`config.mk`:
```
export PLATFORM = sky130hd
export DESIGN_NAME = rgb_to_hsv
export DESIGN_NICKNAME = d
export VERILOG_FILES = /design/src/hw/rtl/rgbhsv_pkg.sv /design/src/hw/rtl/rgbhsv_div.sv /design/src/hw/rtl/rgb_to_hsv.sv
export SDC_FILE = /design/constraint.sdc
export NUM_CORES = 1
export LEC_CHECK = 0
export BUFFER_PORTS_ARGS = -buffer_cell sky130_fd_sc_hd__clkbuf_2
export CAP_MARGIN = 0
export CORE_MARGIN = 5
export CORE_UTILIZATION = 40
export DETAILED_ROUTE_END_ITERATION = 12
export PLACE_DENSITY = 0.65
export SLEW_MARGIN = 10
export SYNTH_ARGS = -nofsm -noshare
export SYNTH_HDL_FRONTEND = slang
export SYNTH_SLANG_ARGS = --single-unit
```
`constraint.sdc`:
```
create_clock -name clk -period 7.45 [get_ports clk]
set_clock_uncertainty 0.05 [all_clocks]
set_input_delay 1.49 -clock clk [delete_from_list [all_inputs] [get_ports clk]]
set_output_delay 1.49 -clock clk [all_outputs]
set_load 0.005 [all_outputs]
```
`src/hw/rtl/rgbhsv_pkg.sv`:
```
// ----------------------------------------------------------------------------
// rgbhsv_pkg
// Types and constants shared by the RGB to HSV pipeline and its divider.
// ----------------------------------------------------------------------------
package rgbhsv_pkg;

    localparam int CHAN_W    = 8;
    localparam int HUE_W     = 9;

    localparam int HUE_FULL  = 360;
    localparam int HUE_GREEN = HUE_FULL / 3;
    localparam int HUE_BLUE  = HUE_FULL * 2 / 3;
    localparam int CHAN_FULL = 255;

    // Divider geometry: numerator up to 255*360, divisor one channel span,
    // quotient bounded by 360 because |diff| never exceeds the span.
    localparam int DEN_W     = CHAN_W;
    localparam int QUO_W     = 9;
    localparam int NUM_W     = DEN_W + QUO_W;

    // floor(q/6) == (q*171) >> 10 for every q in 0..360
    localparam int RECIP_6     = 171;
    localparam int RECIP_W     = 8;
    localparam int RECIP_SHIFT = 10;
    localparam int PROD_W      = QUO_W + RECIP_W;
    localparam int SEXT_W      = 6;  // largest sixth is 60

    typedef enum logic [1:0] {
        SEC_GREY,
        SEC_RED,
        SEC_GREEN,
        SEC_BLUE
    } sector_t;

    // Control carried alongside the divider stages
    typedef struct packed {
        sector_t             sector;
        logic                neg;
        logic [CHAN_W-1:0]   value;
    } side_t;

endpackage

```
`src/hw/rtl/rgbhsv_div.sv`:
```
// ----------------------------------------------------------------------------
// rgbhsv_div
// Pipelined restoring divider, one quotient bit per register stage.
// ----------------------------------------------------------------------------
module rgbhsv_div (
    input  logic                           clk,
    input  logic [rgbhsv_pkg::NUM_W-1:0]   num,
    input  logic [rgbhsv_pkg::DEN_W-1:0]   den,
    output logic [rgbhsv_pkg::QUO_W-1:0]   quo
);
    import rgbhsv_pkg::*;

    logic [DEN_W-1:0] rem_reg [QUO_W];
    logic [QUO_W-1:0] nlo_reg [QUO_W];
    logic [QUO_W-1:0] quo_reg [QUO_W];
    logic [DEN_W-1:0] den_reg [QUO_W];

    genvar k;
    generate
        for (k = 0; k < QUO_W; k++)
        begin : g_step
            logic [DEN_W-1:0] rem_in;
            logic [QUO_W-1:0] nlo_in;
            logic [QUO_W-1:0] quo_in;
            logic [DEN_W-1:0] den_in;
            logic [DEN_W:0]   trial;
            logic [DEN_W:0]   diff;
            logic             take;
            logic [DEN_W-1:0] rem_next;

            if (k == 0)
            begin : g_first
                // top bits are below the divisor since the quotient fits QUO_W
                assign rem_in = num[NUM_W-1:QUO_W];
                assign nlo_in = num[QUO_W-1:0];
                assign quo_in = '0;
                assign den_in = den;
            end
            else
            begin : g_rest
                assign rem_in = rem_reg[k-1];
                assign nlo_in = nlo_reg[k-1];
                assign quo_in = quo_reg[k-1];
                assign den_in = den_reg[k-1];
            end

            assign trial    = {rem_in, nlo_in[QUO_W-1]};
            assign diff     = trial - {1'b0, den_in};
            assign take     = (trial >= {1'b0, den_in});
            assign rem_next = take ? diff[DEN_W-1:0] : trial[DEN_W-1:0];

            always_ff @(posedge clk)
            begin
                rem_reg[k] <= rem_next;
                nlo_reg[k] <= {nlo_in[QUO_W-2:0], 1'b0};
                quo_reg[k] <= {quo_in[QUO_W-2:0], take};
                den_reg[k] <= den_in;
            end
        end
    endgenerate

    assign quo = quo_reg[QUO_W-1];

endmodule

```
`src/hw/rtl/rgb_to_hsv.sv`:
```
// ----------------------------------------------------------------------------
// rgb_to_hsv
// Integer RGB to HSV conversion of 8-bit pixels, fully pipelined.
// ----------------------------------------------------------------------------
// The result of a start transfer is strobed on done as it leaves the last stage.
// Throughput: one pixel per clock; busy stays low, a pixel may enter each cycle.
// Depth is set by the two 9-stage dividers (hue and saturation) plus the
// input capture, min/max, scaling, sixth and offset stages around them.
// Reset clears the valid chain only; no result is strobed after reset until
// a pixel has passed through. The receiver cannot stall the pipeline.
// ----------------------------------------------------------------------------
module rgb_to_hsv (
    input  logic                              clk,
    input  logic                              rst_n,
    input  logic                              start,
    output logic                              busy,
    input  logic [rgbhsv_pkg::CHAN_W-1:0]     red,
    input  logic [rgbhsv_pkg::CHAN_W-1:0]     green,
    input  logic [rgbhsv_pkg::CHAN_W-1:0]     blue,
    output logic                              done,
    output logic [rgbhsv_pkg::HUE_W-1:0]      hue,
    output logic [rgbhsv_pkg::CHAN_W-1:0]     saturation,
    output logic [rgbhsv_pkg::CHAN_W-1:0]     value
);
    import rgbhsv_pkg::*;

    // ---------------- stage 1: input capture
    logic              v1_reg;
    logic [CHAN_W-1:0] r1_reg, g1_reg, b1_reg;

    // ---------------- stage 2: max / min / sector
    logic              v2_reg;
    logic [CHAN_W-1:0] hi2_reg, span2_reg, adiff2_reg;
    sector_t           sec2_reg;
    logic              neg2_reg;

    logic [CHAN_W-1:0] hi_next, lo_next, span_next, adiff_next;
    sector_t           sec_next;
    logic              neg_next;

    // ---------------- stage 3: scaled numerators
    logic              v3_reg;
    logic [NUM_W-1:0]  hnum3_reg, snum3_reg;
    logic [DEN_W-1:0]  hden3_reg, sden3_reg;
    side_t             side3_reg;

    // ---------------- divider section
    logic [QUO_W-1:0]  hq, sq;
    logic [QUO_W-1:0]  vd_reg;
    side_t             sided_reg [QUO_W];

    // ---------------- stage after divider: sixth
    logic              v4_reg;
    logic [SEXT_W-1:0] h6_reg;
    logic [CHAN_W-1:0] sat4_reg;
    side_t             side4_reg;
    logic [PROD_W-1:0] prod;

    // ---------------- output stage
    logic              done_reg;
    logic [HUE_W-1:0]  hue_reg;
    logic [CHAN_W-1:0] sat_reg, val_reg;
    logic [HUE_W-1:0]  hoff, hue_next;

    // pipeline takes a transfer every cycle
    assign busy = 1'b0;

    // ---------------- valid chain
    always_ff @(posedge clk or negedge rst_n)
    begin
        if (!rst_n)
        begin
            v1_reg   <= 1'b0;
            v2_reg   <= 1'b0;
            v3_reg   <= 1'b0;
            vd_reg   <= '0;
            v4_reg   <= 1'b0;
            done_reg <= 1'b0;
        end
        else
        begin
            v1_reg   <= start && !busy;
            v2_reg   <= v1_reg;
            v3_reg   <= v2_reg;
            vd_reg   <= {vd_reg[QUO_W-2:0], v3_reg};
            v4_reg   <= vd_reg[QUO_W-1];
            done_reg <= v4_reg;
        end
    end

    // ---------------- stage 2 logic
    always_comb
    begin
        hi_next = r1_reg;
        lo_next = r1_reg;
        if (g1_reg > hi_next) hi_next = g1_reg;
        if (b1_reg > hi_next) hi_next = b1_reg;
        if (g1_reg < lo_next) lo_next = g1_reg;
        if (b1_reg < lo_next) lo_next = b1_reg;
        span_next = hi_next - lo_next;

        // ties for the largest channel go red, then green, then blue
        if (span_next == '0)
        begin
            sec_next   = SEC_GREY;
            neg_next   = 1'b0;
            adiff_next = '0;
        end
        else if (hi_next == r1_reg)
        begin
            sec_next   = SEC_RED;
            neg_next   = (g1_reg < b1_reg);
            adiff_next = neg_next ? (b1_reg - g1_reg) : (g1_reg - b1_reg);
        end
        else if (hi_next == g1_reg)
        begin
            sec_next   = SEC_GREEN;
            neg_next   = (b1_reg < r1_reg);
            adiff_next = neg_next ? (r1_reg - b1_reg) : (b1_reg - r1_reg);
        end
        else
        begin
            sec_next   = SEC_BLUE;
            neg_next   = (r1_reg < g1_reg);
            adiff_next = neg_next ? (g1_reg - r1_reg) : (r1_reg - g1_reg);
        end
    end

    // ---------------- stage 4 logic: q/6 by reciprocal
    assign prod = PROD_W'(hq) * PROD_W'(RECIP_6);

    // ---------------- output logic: sector offset, sign folded in
    always_comb
    begin
        case (side4_reg.sector)
            SEC_RED:   hoff = side4_reg.neg ? HUE_W'(HUE_FULL) : '0;
            SEC_GREEN: hoff = HUE_W'(HUE_GREEN);
            SEC_BLUE:  hoff = HUE_W'(HUE_BLUE);
            default:   hoff = '0;
        endcase
        if (side4_reg.sector == SEC_GREY)
            hue_next = '0;
        else if (side4_reg.neg)
            hue_next = hoff - HUE_W'(h6_reg);
        else
            hue_next = hoff + HUE_W'(h6_reg);
    end

    // ---------------- payload registers
    always_ff @(posedge clk)
    begin
        r1_reg <= red;
        g1_reg <= green;
        b1_reg <= blue;

        hi2_reg    <= hi_next;
        span2_reg  <= span_next;
        adiff2_reg <= adiff_next;
        sec2_reg   <= sec_next;
        neg2_reg   <= neg_next;

        hnum3_reg        <= NUM_W'(adiff2_reg) * NUM_W'(HUE_FULL);
        snum3_reg        <= NUM_W'(span2_reg) * NUM_W'(CHAN_FULL);
        hden3_reg        <= span2_reg;
        sden3_reg        <= hi2_reg;
        side3_reg.sector <= sec2_reg;
        side3_reg.neg    <= neg2_reg;
        side3_reg.value  <= hi2_reg;

        sided_reg[0] <= side3_reg;
        for (int i = 1; i < QUO_W; i++)
            sided_reg[i] <= sided_reg[i-1];

        h6_reg    <= prod[RECIP_SHIFT+SEXT_W-1:RECIP_SHIFT];
        // grey covers black too: span zero, divisor may be zero
        sat4_reg  <= (sided_reg[QUO_W-1].sector == SEC_GREY) ? '0 : sq[CHAN_W-1:0];
        side4_reg <= sided_reg[QUO_W-1];

        hue_reg <= hue_next;
        sat_reg <= sat4_reg;
        val_reg <= side4_reg.value;
    end

    rgbhsv_div u_hue_div (
        .clk (clk),
        .num (hnum3_reg),
        .den (hden3_reg),
        .quo (hq)
    );

    rgbhsv_div u_sat_div (
        .clk (clk),
        .num (snum3_reg),
        .den (sden3_reg),
        .quo (sq)
    );

    assign done       = done_reg;
    assign hue        = hue_reg;
    assign saturation = sat_reg;
    assign value      = val_reg;

    // ---------------- assertions
    a_black_pixel: assert property (@(posedge clk) disable iff (!rst_n)
        done && (value == '0) |-> (hue == '0) && (saturation == '0))
        else $error("black pixel with non-zero hue or saturation");

    a_hue_range: assert property (@(posedge clk) disable iff (!rst_n)
        done |-> (hue <= HUE_W'(HUE_FULL)))
        else $error("hue above full circle");

    a_hue_quo: assert property (@(posedge clk) disable iff (!rst_n)
        vd_reg[QUO_W-1] && (sided_reg[QUO_W-1].sector != SEC_GREY)
        |-> (hq <= QUO_W'(HUE_FULL)))
        else $error("hue quotient out of range");

    a_sat_quo: assert property (@(posedge clk) disable iff (!rst_n)
        vd_reg[QUO_W-1] && (sided_reg[QUO_W-1].sector != SEC_GREY)
        |-> (sq[QUO_W-1] == 1'b0))
        else $error("saturation quotient overflow");

    a_zero_max: assert property (@(posedge clk) disable iff (!rst_n)
        v2_reg && (hi2_reg == '0) |-> (sec2_reg == SEC_GREY))
        else $error("zero maximum not classed as grey");

endmodule

```
==> key figures, run 1 <==
Routing
  – Routed WL per cell: about 14 um
  – Antenna Nets Post-Route: 0
  – TritonRoute pass-1 iters: 5
  – Number of DRC markers in iteration 0: 781
  – DRC errors left: 0
  – Via Count: 16,900
  – Drt total wl: around 50,000 um
  – Vias per cell: 4.78

Global route
  – Number of global-route vias before repair: approximately 18,000
  – Initial antenna violation count: 0
  – First-pass GRT wire length: 85,300 um
  – Largest net degree at the start of global routing: 27
  – GRT Overall Usage: ~14%
  – Grt total ovfl: 0

STA
  – Maximum operating frequency: 0.146 GHz
  – Setup TNS: 0 ns
  – Setup violations, final: 0
  – Minimum clock period after layout: 6.86 ns
  – Worst-margin pin slew: 0.947 ns
  – Slew Viols, Final: 0
  – Rel. slew slack: 36.7%
  – RSZ-0062 raised after global routing: no
  – Final count of hold timing violations: 0
  – Hold WS: between 0.2 and 0.25 ns
  – Final period utilization: between 90% and 100%

Setup path
  – CP Launch Type: register
  – Largest stage delay on the critical path: 0.62 ns
  – CP max stage cell: dfxtp_1
  – Crit path buf inv count: 4
  – Crit end category: register
  – Critical R2R Launch: g1_reg[1]
  – CP delay by family, top: compound AO/OA/AOI/OAI gates
  – WP data required: between 7 and 8 ns
  – CP Max Fanout: 26
  – Worst setup path class: register to register
  – FF-to-FF path depth: 23
  – CP arrival: slightly above 7 ns
  – R2R Path End: adiff2_reg[2]
  – Reg-to-reg slack, setup: 0.59 ns
  – Worst-path cell chain: inv_1 > fa_1 > nand3b_1 > a21oi_4 > o22ai_1 > o21ai_0 > inv_1 > ha_1 > and4_1 > nand3_1 > mux2_4 > o221ai_4 > buf_4 > mux2_4 > xnor2_1 > ha_1 > o32ai_2 > a311oi_1 > mux2i_1 > nand2_1 > nor4_4 > buf_4 > a311oi_2

Floorplan
  – Core footprint: about 65,000 um^2
  – Site Rows: 93
  – Die Width: roughly 270 um
  – Die Ht: about 270 um
  – # IOs: between 50 and 60
  – Initial Util: between 40% and 50%
  – Die area: around 71,000 um^2

Final layout
  – Most frequent cells in the layout: dfxtp_1 (564), inv_1 (376), ha_1 (318)
  – Fillers: ~6,100
  – Final nets: a little over 3,000
  – Synthesis-to-layout area growth: 12.2%
  – Register area: about 12,000 um^2
  – Area taken by multi-input logic gates: about 13,000 um^2
  – Most common cell after layout, fill and taps aside: dfxtp_1
  – Fin cells: ~3,500
  – # diodes: 0
  – Layout cells sized above 1: between 7 and 8%
  – Final Util: a little under half

Yosys
  – Synthesized-area fraction occupied by adder cells: 21.0%
  – Post-synthesis cell count: ~2,600
  – Post-Synth Simple-Gate Area: ~9.9%
  – Post-synthesis mux area share: 2.93%
  – Synth warn: 0
  – Synth Flop Type: dfxtp_1
  – Post-synthesis sequential area ratio: 44.4%
  – Avg Cell Area, Syn: 10.3 um^2
  – Synthesized cell area: about 26,000 um^2
  – Synthesis-stage register bit count: between 500 and 600
  – Post-Synth XOR/XNOR Area: under 10%
  – Main combinational cell family by area after synthesis: adder cells
  – Post-synth cell types: between 80 and 90
  – Number of synthesized flops with an enable pin: 0
  – Post-synth ARST share: 2.42%
  – Syn Nets: roughly 3,000
  – Compound-Gate Fraction of Synth Area: 11.4%

Worst hold path
  – Hold endpoint: sided_reg[0][31]
  – Hold Crit Start: sided_reg[0][20]
  – Class of the worst hold path: register to register
  – Hold depth: 0

CTS
  – Num CTS Buffers: 58
  – CTS tree: built
  – Post-CTS Resized: 0
  – Clk sink count: between 500 and 600
  – Clk root buf: clkbuf_16
  – Htree depth: 2
  – Clock transition at path regs: about 0.07 ns
  – Total setup buffers inserted after CTS: 0
  – CTS Hold Bufs: 0
  – CTS Buffer Depth: 3
  – Clk_lat worst skew: 0.62 ns

Placement
  – Routability congestion estimate: 0.884
  – # port buffers: 52
  – HPWL Detailed: between 30,000 and 40,000 um
  – Placed cell count: between 3,000 and 4,000

Job
  – Total of max-cap violations: 0

Outcome
  – Status: finished, final reports clean
worst register-to-register path, cell delays in order, from the launching register on:
cell,delay (ns)
dfxtp_1,0.62
inv_1,0.24
fa_1,0.45
nand3b_1,0.24
a21oi_4,0.24
o22ai_1,0.34
o21ai_0,0.41
inv_1,0.19
ha_1,0.31
and4_1,0.30
nand3_1,0.12
mux2_4,0.31
o221ai_4,0.18
buf_4,0.40
mux2_4,0.40
xnor2_1,0.18
ha_1,0.21
o32ai_2,0.10
a311oi_1,0.46
mux2i_1,0.24
nand2_1,0.12
nor4_4,0.30
buf_4,0.27
a311oi_2,0.06
metrics by stage:
| step | cell area, um^2 | worst slack [ns] |
|---|---|---|
| finish | 29400 | 0.594 |
| global route | 29400 | 0.0485 |
| CTS | 29400 | 0.607 |
| detailed placement | 27400 | 0.682 |
| global placement | 27400 | 0.804 |
| floorplan | 26200 | 1.40 |
cells by family after synthesis:
group / count (synthesis)
other cells: 1
xor+xnor: 131
buf+inv: 413
flops: 578
simple gates: 503
compound gates: 461
mux: 72
fa+ha+maj: 394
worst max-delay path by stage:
stage                     cells after the start            end  startpoint  slack [ns]
after floorplan                              28  adiff2_reg[2]   g1_reg[1]        1.40
after global placement                       24  adiff2_reg[2]   r1_reg[1]        0.80
after detailed placement                     25  adiff2_reg[2]   g1_reg[1]        0.68
after CTS                                    23  adiff2_reg[2]   g1_reg[1]        0.61
after global routing                         24  adiff2_reg[6]   r1_reg[1]        0.05
final                                        23  adiff2_reg[2]   g1_reg[1]        0.59
per-layer routing:
metal,track usage (%),share of wire [%]
met1,17.1,43
met2,26.3,51
met3,2.56,3.5
met4,4.42,2.7
met5,0,0
cells in the mapped netlist, types with 27 or more instances:
library cell  instances  share of area (%)
a21o_1               43                1.2
a21oi_1              92                1.8
and2_1               36               0.86
clkbuf_1             27               0.39
dfxtp_1             564                 43
fa_1                 76                5.8
ha_1                318                 15
inv_1               376                5.4
mux2i_1              56                2.1
nand2_1             124                1.8
nand2b_1             63                1.5
nand4_1              35               0.84
nor2_1              117                1.7
nor2b_1              73                1.7
o21ai_0             178                3.4
o31ai_1              33               0.94
xnor2_1              79                2.6
xor2_1               52                1.7
final cells by class:
| cell class | instances | area share, % |
|---|---|---|
| Clock buffer | 77 | 5.69 |
| Sequential cell | 578 | 39.6 |
| Multi-Input combinational cell | 1562 | 44.1 |
| Inverter | 378 | 4.82 |
| Clock inverter | 30 | 1.15 |
| Tap cell | 855 | 3.64 |
| Timing Repair Buffer | 56 | 0.987 |
Power of run 1 is left out: the tool's default activity adds up to more than one toggle a clock period on the data nets, which glitch-free logic cannot reach.
==> run 2, diff against run 1 <==
--- a/config.mk
+++ b/config.mk
@@ -9,6 +9,7 @@
 export CAP_MARGIN = 0
 export CORE_MARGIN = 5
 export CORE_UTILIZATION = 40
+export CTS_BUF_LIST = sky130_fd_sc_hd__clkbuf_4 sky130_fd_sc_hd__clkbuf_8
 export DETAILED_ROUTE_END_ITERATION = 12
 export PLACE_DENSITY = 0.65
 export SLEW_MARGIN = 10
==> run 2 against run 1 <==
Net effect:
- maximum frequency rose by 1.1%
- setup slack improved by 0.073 ns
- cell area fell by 0.11%
- wire length barely moved
- count of clock-buffer cells in the layout rose by 68
==> key figures, run 2 (synthesized netlist as in run 1, its figures left out) <==
Setup path
  – R2R Path End: adiff2_reg[2]
  – FF-to-FF path depth: 23
  – CP max stage cell: dfxtp_1
  – Reg-to-reg slack, setup: ~0.67 ns
  – Worst-path cell chain: inv_1 > fa_1 > nand3b_1 > a21oi_4 > o22ai_1 > o21ai_0 > inv_1 > ha_1 > and4_1 > nand3_1 > mux2_4 > o221ai_4 > buf_4 > mux2_4 > xnor2_1 > ha_1 > o32ai_2 > a311oi_1 > mux2i_1 > nand2_1 > nor4_4 > buf_4 > a311oi_2
  – Worst setup path class: register to register
  – Critical R2R Launch: g1_reg[1]
  – Crit end category: register
  – Largest stage delay on the critical path: a little over 0.6 ns
  – CP Launch Type: register
  – CP Max Fanout: 26
  – CP arrival: 7.26 ns
  – WP data required: around 7.9 ns

STA
  – Slew Viols, Final: 0
  – Final count of hold timing violations: 0
  – Final period utilization: 91.1%
  – Setup ws final: 0.666 ns
  – Minimum clock period after layout: approximately 6.8 ns
  – RSZ-0062 raised after global routing: no
  – Rel. slew slack: a little under two fifths
  – Worst-margin pin slew: ~0.94 ns
  – Setup violations, final: 0
  – Maximum operating frequency: 0.147 GHz
  – Setup TNS: 0 ns

Floorplan
  – Die area: approximately 71,000 um^2
  – Site Rows: 93
  – Die Width: 266 um
  – Initial Util: 40.5%
  – Die Ht: 266 um
  – Core footprint: 64,700 um^2
  – # IOs: 54

CTS
  – Clock transition at path regs: roughly 0.070 ns
  – Post-CTS Resized: 0
  – Num CTS Buffers: 93
  – CTS Hold Bufs: 0
  – Clk_lat worst skew: about 0.66 ns
  – CTS Buffer Depth: 3
  – CTS tree: built
  – Clk sink count: slightly below 600
  – Clk root buf: clkbuf_8
  – Total setup buffers inserted after CTS: 0
  – Htree depth: 3

Placement
  – Worst slack, placed: ~0.68 ns
  – HPWL Detailed: between 30,000 and 40,000 um
  – # port buffers: 52
  – Routability congestion estimate: about 0.9

Global route
  – Initial antenna violation count: 2
  – Grt total ovfl: 0
  – First-pass GRT wire length: about 85,000 um
  – Largest net degree at the start of global routing: 27
  – GRT Overall Usage: 14.4%
  – Number of global-route vias before repair: 17,900

Worst hold path
  – Class of the worst hold path: register to register
  – Hold Crit Start: u_sat_div.quo_reg[6][4]
  – Hold endpoint: u_sat_div.quo_reg[7][5]
  – Hold depth: 0

Final layout
  – Most frequent cells in the layout: dfxtp_1 (564), inv_1 (376), ha_1 (318)
  – Area taken by multi-input logic gates: around 13,000 um^2
  – Final nets: 3,090
  – Final Util: 45.4%
  – Register area: 11,600 um^2
  – Fillers: ~6,100
  – Layout cells sized above 1: under 10%
  – Most common cell after layout, fill and taps aside: dfxtp_1
  – Synthesis-to-layout area growth: 12.0%

Outcome
  – Status: finished, final reports clean

Job
  – Total of max-cap violations: 0

Routing
  – Via Count: between 15,000 and 20,000
  – TritonRoute pass-1 iters: 5
  – Vias per cell: roughly 4.8
  – DRC errors left: 0
  – Antenna Nets Post-Route: 0
  – Routed WL per cell: ~14 um
  – Number of DRC markers in iteration 0: 662
  – Drt total wl: roughly 50,000 um
run 2: worst max-delay path by stage:
stage | start | end | slack, ns | cells after the start
final | g1_reg[1] | adiff2_reg[2] | 0.67 | 23
after global routing | r1_reg[1] | adiff2_reg[6] | 0.1 | 24
after CTS | g1_reg[1] | adiff2_reg[2] | 0.67 | 23
after detailed placement | g1_reg[1] | adiff2_reg[2] | 0.68 | 25
after global placement | r1_reg[1] | adiff2_reg[2] | 0.80 | 24
after floorplan | g1_reg[1] | adiff2_reg[2] | 1.40 | 28
run 2: stage by stage:
step	instance area, um^2	cells	hold slack (ns)
6_report	29400	3595	0.265
5_1_grt	29400	3595	0.273
4_1_cts	29400	3594	0.258
3_5_place_dp	27400	3429	0.262
3_3_place_gp	27400	3429	0.260
2_1_floorplan	26200	2553	0.260
run 2: per-layer routing:
metal / GRT usage, % / up-vias / wire length, um
met5: 0 / - / 0
li1: - / 8723 / -
met2: 26.1 / 301 / 25500
met3: 3.00 / 107 / 2070
met4: 5.06 / 0 / 1380
met1: 16.8 / 8033 / 21300
run 2: worst max-delay path: cells and delay by family (launching register included):
| family | cells | cell delay, ns |
|---|---|---|
| compound gates | 7 | 1.73 |
| xor+xnor | 1 | 0.17 |
| fa+ha+maj | 3 | 0.97 |
| buf+inv | 4 | 1.09 |
| flops | 1 | 0.62 |
| mux | 3 | 0.92 |
| simple gates | 5 | 1.08 |
run 2: final cells by class:
cell class | count | area share, %
antenna | 1 | 0.00852
clock buffer | 145 | 6.09
clock inverter | 20 | 0.635
inverter | 378 | 4.83
multi-input combinational | 1562 | 44.2
sequential | 578 | 39.6
tap | 855 | 3.64
timing repair buffer | 56 | 0.988
Power of run 2 is left out for the same reason.
